$ cat src/bdd_ram.sv
`default_nettype none
// ----------------------------------------------------------------------------
// bdd_ram - generic single-port-write RAM
// One write port, one read port, registered read data.
// ----------------------------------------------------------------------------
module bdd_ram #(
	parameter int WIDTH = 8,
	parameter int DEPTH = 256
) (
	input  wire logic                     clk,
	input  wire logic                     wr_en,
	input  wire logic [$clog2(DEPTH)-1:0] wr_addr,
	input  wire logic [WIDTH-1:0]         wr_data,
	input  wire logic                     rd_en,
	input  wire logic [$clog2(DEPTH)-1:0] rd_addr,
	output logic      [WIDTH-1:0]         rd_data
);

	logic [WIDTH-1:0] mem [DEPTH];

	always_ff @(posedge clk) begin
		if (wr_en) begin
			mem[wr_addr] <= wr_data;
		end
	end

	always_ff @(posedge clk) begin
		if (rd_en) begin
			rd_data <= mem[rd_addr];
		end
	end

endmodule
`default_nettype wire

$ cat config.mk
export PLATFORM = sky130hd
export DESIGN_NAME = bdd_ram
export DESIGN_NICKNAME = d
export VERILOG_FILES = /design/src/bdd_ram.sv
export SDC_FILE = /design/constraint.sdc
export NUM_CORES = 2
export LEC_CHECK = 0
export BUFFER_PORTS_ARGS = -buffer_cell sky130_fd_sc_hd__buf_2
export CAP_MARGIN = 20
export CORE_ASPECT_RATIO = 0.7
export CORE_UTILIZATION = 43
export CTS_CLUSTER_DIAMETER = 200
export DETAILED_ROUTE_END_ITERATION = 8
export PLACE_DENSITY_LB_ADDON = 0.15
export SKIP_LAST_GASP = 1
export SYNTH_ARGS = -nofsm -noshare
export SYNTH_HDL_FRONTEND = slang
export SYNTH_SLANG_ARGS = --single-unit
export TNS_END_PERCENT = 50
$ cat constraint.sdc
create_clock -name clk -period 4.9 [get_ports clk]
set_input_delay 1.225 -clock clk [delete_from_list [all_inputs] [get_ports clk]]
set_output_delay 1.225 -clock clk [all_outputs]
set_load 0.02 [all_outputs]
==> run metrics <==
CTS clk-pin slew, worst paths=70 ps; Ys Warns=0; Num CTS Buffers=192; Tightest Pin Transition=1138 ps; vias per cell=5.988; top routing layer in use=met4; sequential element share of the synthesized area=0.7753; fin util=0.4926; most frequent cells in the layout=edfxtp_1, mux4_2, nor2_1; vias in the first global route=38,937; worst r2r src=mem[30][7]; Final Hold Violating Endpoints=0; metal3 WL=18,170 um; Post-Synthesis Cells=3,733; Setup crit end kind=flip-flop; Leak=0.02798 uW; Clock Latency Late Sink=820 ps; worst vdd ir=0.0003943 V; Placement Rows=131; Setup violations, final=0; Post-Syn Area=79,640 sq um; final period utilization=0.8716; RSZ-0062 raised after global routing=no; H-tree depth=4; gr usage total=0.2267; critical path type=in -> reg; DRT Pass-1 Iters=5; Max Cap Violations=0; PD cells=396.7 nW/um^2; GP Congestion=0.8297; first-pass GRT wire length=299,700 um; Synth Register Bits=2,056; clk_skew=60.01 ps; post-cts repair resize count=0; CTS tree=built; Worst Hold Class=in -> reg; library cells used by synthesis=54; sum of negative setup slack=0 ps; WL/cell=31.76 um; initial core utilization=0.4350; FMAX=234.1 MHz; clk buf depth=3; drt initial violations=5,302; Post-Route M1 WL=98,040 um; WL final=210,600 um; DP HPWL=131,900 um; crit path from=rd_addr[0]; share of layout cells above drive strength 1=0.2546; syn_area_per_cell=21.33 sq um; Critical Path RT=5430 ps; Post-CTS Setup Bufs=0; worst hold slack=810.0 ps; cts hold-fix bufs=0; IO Pins=35; Hold Path Origin=rd_en; status=finished, final reports clean; nets=4,040; routed via count=39,711; grt ovf=0; top cell type's share of synthesized area=0.7753; initial antenna violation count=15; Final Max Tran Viols=0; ANT nets after route=0; crit start category=input port; largest net degree at the start of global routing=129; Net Count, Synth=3,760; relative slew slack=0.2340; Worst Path Arrival=4800 ps; die area=187,000 sq um; Worst Setup Slack, final=629.0 ps; met2 WL post-DR=91,210 um; area delta synth->final=13.26%; core area=183,100 sq um; DRC violations left=0; min cycle time layout=4271 ps; Die Height=362.1 um; # port buffers=34; Crit Path Max Fanout=24; pre-CTS setup slack=55.44 ps; chip width=516.4 um; root buffer cell=clkbuf_16; largest cells by area after synthesis=edfxtp_1, mux4_2, mux2i_1; number of clock sinks seen by CTS=2,056; most common cell after layout, fill and taps aside=edfxtp_1; cell taking the most area after synthesis=edfxtp_1
## kinds of logic (layout without fill, tap and decap cells)
group	after synthesis	count (layout)	share of synthesized area
compound gates	385	385	0.03416
buf+inv	235	670	0.01829
flops	2056	2056	0.7753
mux	591	591	0.1460
other cells	0	4	0
simple gates	466	466	0.02625
## cell usage after synthesis (all sizes together)
library cell and instances:
a2111oi 5, nor3 22, nor3b 1, nand3b 2, or2 4, a22oi 133
nand3 34, a221oi 14, nor4b 1, nor2b 31, clkinv 1, mux2i 134
buf 122, a22o 8, a21boi 1, or2b 1, o32ai 5, mux4 456
o22ai 28, inv 1, o211ai 10, o311ai 1, mux2 1, nand2 33
a21oi 96, a311oi 2, a31oi 2, nand2b 8, clkbuf 111, o22a 5
nor2 282, and3 1, nor4 27, o21ai 12, nand4 10, a211oi 16
and3b 2, edfxtp 2056, or3b 1, and2 6, o221ai 47
## report_power, final
part | leakage (uW) | total (uW) | switching (uW) | internal (uW)
registers | 0.0185 | 19400 | 22.5 | 19400
clock network | 0.00294 | 14500 | 6540 | 7930
logic | 0.00656 | 1890 | 1230 | 665
total | 0.0280 | 35800 | 7790 | 28000
## final cells by class
type                       count  area [sq um]
timing repair buffer         319          2890
fill                       14832         92890
sequential                  2056         61740
clock inverter               111         883.3
tap                         2460          3078
inverter                       2         7.507
clock buffer                 238          5084
multi-input combinational   1442         16500
antenna                        4         10.01
## metal layers
metal	vias to the layer above	GRT usage
met5	-	0
met4	0	0.04151
met3	231	0.04787
met1	21503	0.3652
li1	16275	-
met2	1702	0.3170
## per-stage QoR
step	area, sq um	instances	total power (uW)
global placement	84220	6279	21680
floorplan	79640	3733	20730
CTS	90180	6628	36020
global route	90190	6630	36780
finish	90190	6632	35780
detailed placement	84220	6279	21690
## sequential cells by signal, summed over array words and instances, names as in the netlist
| register | flops |
|---|---|
| mem | 2048 |
| rd_data | 8 |
## critical path, cell delays in order
cell and delay [ps]:
buf_8 310, buf_12 280, buf_12 230, buf_4 230, mux2i_1 210, o22ai_1 100
o21ai_0 590, nand3_1 190, nor4_1 1000, buf_4 260, nor4_1 50
## worst paths after layout
check	slack, ps	cells past startpoint	to
worst max register to register	1860	6	rd_data[7]
worst max-delay path	630	11	rd_data[7]
worst min-delay path	810	1	rd_data[4]
worst min register to register	1210	6	rd_data[6]
Power figures use the tool's default switching activity.
