===== src/bdd_pkg.sv =====
`default_nettype none
// ----------------------------------------------------------------------------
// bdd_pkg - shared constants, types and helpers
// Sizes, register indexes and disc geometry for the binary disc denoise filter.
// ----------------------------------------------------------------------------
package bdd_pkg;

	localparam int MAX_SIZE   = 2048;
	localparam int SIZE_CFG_W = 12;
	localparam int THR_W      = 6;
	localparam int CFG_IDX_W  = 2;
	localparam int CFG_DATA_W = 12;

	localparam int REACH   = 3;
	localparam int WIN     = 2 * REACH + 1;
	localparam int LB_W    = WIN - 1;
	localparam int DISC_R2 = 10;

	localparam int SZ_W      = $clog2(MAX_SIZE + 1);
	localparam int COL_W     = $clog2(MAX_SIZE);
	localparam int CNT_W     = $clog2(MAX_SIZE * MAX_SIZE + REACH * MAX_SIZE + REACH + 1);
	localparam int LAG_W     = $clog2(REACH * MAX_SIZE + REACH + 1);
	localparam int CNT_COL_W = $clog2(WIN + 1);
	localparam int SUM_W     = $clog2(WIN * WIN + 1);

	localparam int FIFO_DEPTH = 8;
	localparam int FIFO_AW    = $clog2(FIFO_DEPTH);
	localparam int FCNT_W     = $clog2(FIFO_DEPTH + 1);

	localparam logic [CFG_IDX_W-1:0] REG_IMAGE_SIZE     = CFG_IDX_W'(0);
	localparam logic [CFG_IDX_W-1:0] REG_FLIP_THRESHOLD = CFG_IDX_W'(1);

	localparam logic ACT_PIXEL = 1'b0;
	localparam logic ACT_FLUSH = 1'b1;

	localparam logic [SIZE_CFG_W-1:0] SIZE_RST = SIZE_CFG_W'(2048);
	localparam logic [THR_W-1:0]      THR_RST  = THR_W'(20);

	typedef logic [WIN-1:0] col_t;

	typedef struct packed {
		logic pixel_out;
		logic frame_last;
	} res_t;

	typedef struct packed {
		logic shift;
		logic centre;
		col_t row_ok;
	} cell_ctl_t;

	// rows of window column d that fall inside the disc
	function automatic col_t disc_mask(input int d);
		col_t mask;
		int   dm;
		int   dl;
		mask = '0;
		dl   = d - REACH;
		for (int m = 0; m < WIN; m++) begin
			dm      = m - REACH;
			mask[m] = (dm * dm + dl * dl) <= DISC_R2;
		end
		return mask;
	endfunction

	function automatic logic [SZ_W-1:0] clamp_size(input logic [SIZE_CFG_W-1:0] s);
		logic [SZ_W-1:0] r;
		if (s == '0) begin
			r = SZ_W'(1);
		end else if (int'(s) > MAX_SIZE) begin
			r = SZ_W'(MAX_SIZE);
		end else begin
			r = SZ_W'(s);
		end
		return r;
	endfunction

endpackage
`default_nettype wire


===== src/bdd_cell.sv =====
`default_nettype none
// ----------------------------------------------------------------------------
// bdd_cell - one window column
// Holds a 7-pixel column, passes it on each shift and counts the pixels of
// the column that lie in the disc, inside the image and differ from centre.
// ----------------------------------------------------------------------------
module bdd_cell import bdd_pkg::*; (
	input  wire logic                 clk,
	input  wire cell_ctl_t            ctl,
	input  wire col_t                 disc,
	input  wire logic                 col_ok,
	input  wire col_t                 col_in,
	output col_t                      col_out,
	output logic [CNT_COL_W-1:0]      diff_s3
);

	col_t                 col_q;
	col_t                 hits;
	logic [CNT_COL_W-1:0] n_diff;

	always_ff @(posedge clk) begin
		if (ctl.shift) begin
			col_q <= col_in;
		end
	end

	assign hits = (col_q ^ {WIN{ctl.centre}}) & disc & ctl.row_ok & {WIN{col_ok}};

	always_comb begin
		n_diff = '0;
		for (int m = 0; m < WIN; m++) begin
			n_diff = n_diff + CNT_COL_W'(hits[m]);
		end
	end

	always_ff @(posedge clk) begin
		diff_s3 <= n_diff;
	end

	assign col_out = col_q;

endmodule
`default_nettype wire


===== config.mk =====
export PLATFORM = sky130hd
export DESIGN_NAME = bdd_cell
export DESIGN_NICKNAME = d
export VERILOG_FILES = /design/src/bdd_pkg.sv /design/src/bdd_cell.sv
export SDC_FILE = /design/constraint.sdc
export NUM_CORES = 1
export LEC_CHECK = 0
export BUFFER_PORTS_ARGS = -buffer_cell sky130_fd_sc_hd__buf_2
export CAP_MARGIN = 40
export CORE_AREA = 2 2 39 41
export DETAILED_ROUTE_END_ITERATION = 8
export DIE_AREA = 0 0 41 43
export PLACE_DENSITY_LB_ADDON = 0.1
export SETUP_SLACK_MARGIN = 0.4
export SLEW_MARGIN = 20
export SYNTH_ARGS = -nofsm -noshare
export SYNTH_HDL_FRONTEND = slang
export SYNTH_SLANG_ARGS = --single-unit

===== constraint.sdc =====
create_clock -name clk -period 3.2 [get_ports clk]
set_input_delay 0.48 -clock clk [delete_from_list [all_inputs] [get_ports clk]]
set_output_delay 0.48 -clock clk [all_outputs]
set_load 0.01 [all_outputs]

==> qor.tcl <==
set qor(cts.sinks) 10
set qor(global_placer_s_final_weighted_congestion) 0.621
set qor(globalRouteOverflowTotal) 0
set qor(die-width_um) 41
set qor(syn_inst) 36
set qor(crit_arrival_ns) 2.84
set qor(fp.dieH_um) 43
set qor(row_count) 14
set qor(hold_path.class) {in2reg}
set qor(final_nets) 103
set qor(initialDrtViolationCount) 0
set qor(pwr_density_cell_nw_per_um2) 452
set qor(critical_path_peak_fanout) 7
set qor(leakagePower_nw) 0.353
set qor(boundaryPins) 35
set qor(clock-root-buffer) {clkbuf_4}
set qor(finalCritPeriodShare) 0.844
set qor(finalCoreUtilization) 0.514
set qor(totalNegativeSetupSlack_ns) 0
set qor(clk-insertion-delay-late_ns) 0.26
set qor(antenna_cells) 0
set qor(crit_path_end_kind) {flip-flop}
set qor(layout.cells.most_common_list) {buf_2 (33), edfxtp_1 (7), xor2_1 (5), nand4_1 (5)}
set qor(path_class) {in2reg}
set qor(pre_cts_setup_slack_ns) 0.191
set qor(timing.slew.headroom) 0.899
set qor(clk_transition_reported_paths_ns) 0.07
set qor(design.core.area_sq_um) 1380
set qor(dieArea_sq_um) 1760
set qor(hold_viol_final) 0
set qor(synth_fp_nets) 65
set qor(ys_warn_count) 0
set qor(synth_area_sq_um) 490
set qor(post-route-worst-setup-slack_ns) 0.498
set qor(tritoncts_clock_tree) {done}
set qor(start_util) 0.354
set qor(wl_um) 794
set qor(slew_violations) 0
set qor(antenna_found_initial) 0
set qor(total_routing_usage_reported_by_global_routing) 0.108
set qor(holdBufCountCts) 0
set qor(clockBufferDepth) 2
set qor(first_pass_grt_wire_length_mm) 1.18
set qor(drtAntennaViolNets) 0
set qor(fin_skew_ns) 0.00145
set qor(route.detailed.wl_per_inst_um) 8.92
set qor(detailed_place_hpwl_um) 721
set qor(synthToLayoutAreaGrowth_pct) 44.9
set qor(post_route_cells_drive_above_1_share) 0.548
set qor(fin_crit_ns) 2.70
set qor(critical_path_required_ns) 3.34
set qor(filler_cell_count) 147
set qor(critical-path-slowest-cell) {fa_1}
set qor(route.vias.total) 384
set qor(grt_start_max_net_pins) 8
set qor(result_of_the_run) {complete, no violations}
set qor(path_common_cell) {fa_1}
set qor(clock_tree.htree_level_count) 1
set qor(fmaxAchievable_mhz) 370
set qor(power_uw) 321
set qor(post_cts_buffers) 0
set qor(rsz0062_at_grt) {yes}
set qor(timing.critical_path.slowest_cell_delay_ns) 0.56
set qor(mostFrequentLayoutCell) {buf_2}
set qor(placement.io_buffers) 34
set qor(drv_cap) 0
set qor(startpoint_class_of_the_critical_path) {input pin}
set qor(avgSynthCellArea_sq_um) 13.6
set qor(drt_pass1_iterations) 1
set qor(post_synthesis_cell_type_count) 10
set qor(via_per_inst) 4.31
set qor(synth_sequential_area_ratio) 0.551
set qor(synth.ff_latch_count) 10
set qor(drt_drc_violations_left) 0
set qor(first_global_vias) 334
set qor(whs_ns) 0.393
set qor(vdd_drop_max_uv) 291
set qor(crit_path_cell_trace) {clkbuf_4, xor2_1, nand4_1, fa_1, inv_1, fa_1, inv_1, fa_2, inv_2, fa_1}
set qor(worst-slew-pin-transition_ns) 0.150
set qor(finalSetupViolCount) 0
set qor(total_clock_buffers_created_by_cts) 3
==> critical path, delay by kind of cell <==
family,cells,cell delay [ns]
buf+inv,4,0.33
xor+xnor,1,0.15
fa+ha+maj,4,1.76
simple gates,1,0.13
==> layer usage <==
layer	wire length [um]	up-vias	GRT usage
met5	0	-	0
li1	-	194	-
met1	280	172	0.0997
met3	70	2	0.0471
met2	435	16	0.172
met4	8	0	0.0800
==> where the power goes <==
part	internal, mW	switching (mW)	leakage [nW]	total, mW
registers	0.151	0.00510	0.0931	0.156
logic	0.0279	0.0264	0.239	0.0543
clock network	0.0690	0.0420	0.0210	0.111
total	0.248	0.0734	0.353	0.321
==> Yosys cell counts <==
| master | n | share of area |
|---|---|---|
| nand3_1 | 2 | 0.020 |
| inv_1 | 5 | 0.038 |
| nor2_1 | 2 | 0.015 |
| fa_1 | 4 | 0.16 |
| dfxtp_1 | 3 | 0.12 |
| xnor2_1 | 2 | 0.036 |
| edfxtp_1 | 7 | 0.43 |
| xor2_1 | 5 | 0.089 |
| buf_6 | 1 | 0.023 |
| nand4_1 | 5 | 0.064 |
==> registers in the layout, summed over array words and instances (netlist names) <==
signal / cells
col_out: 7
diff_s3: 3
==> final cells by class <==
cell class / instances / area [sq um] / area share
well taps: 16 / 20.0 / 0.0282
flip-flops and latches: 10 / 270 / 0.380
clock buffers: 4 / 36.3 / 0.0511
repair buffers: 34 / 173 / 0.243
inverters: 5 / 18.8 / 0.0264
multi-input cells: 20 / 193 / 0.271
==> repair_timing <==
item,4_1_cts,5_1_grt
endpoints found under the setup margin,0,1
hold endpoints to repair,0,0
gates resized for setup,0,1
==> metrics by stage <==
step | instance area (sq um) | cells
2_1_floorplan | 502 | 36
3_5_place_dp | 672 | 85
6_report | 711 | 89
5_1_grt | 711 | 89
4_1_cts | 708 | 89
3_3_place_gp | 672 | 85
==> cells by family after synthesis <==
logic type               count (synthesis)  share of synthesized area
buffers and inverters                    6                     0.0612
AND/OR/NAND/NOR                          9                     0.0995
flip-flops                              10                      0.551
adder cells (fa/ha/maj)                  4                      0.163
XOR/XNOR                                 7                      0.125
==> path summary, 6_finish.rpt <==
| kind | from | end | slack, ns | depth (start not counted) |
|---|---|---|---|---|
| setup / recovery | ctl[7] | diff_s3[1] | 0.50 | 10 |
| hold / removal | col_in[0] | col_out[0] | 0.39 | 1 |
| setup reg to reg | col_out[3] | diff_s3[1] | 0.50 | 9 |
| hold reg to reg | col_out[4] | diff_s3[0] | 0.82 | 4 |
Note: power is estimated with default switching activity, not from simulation.
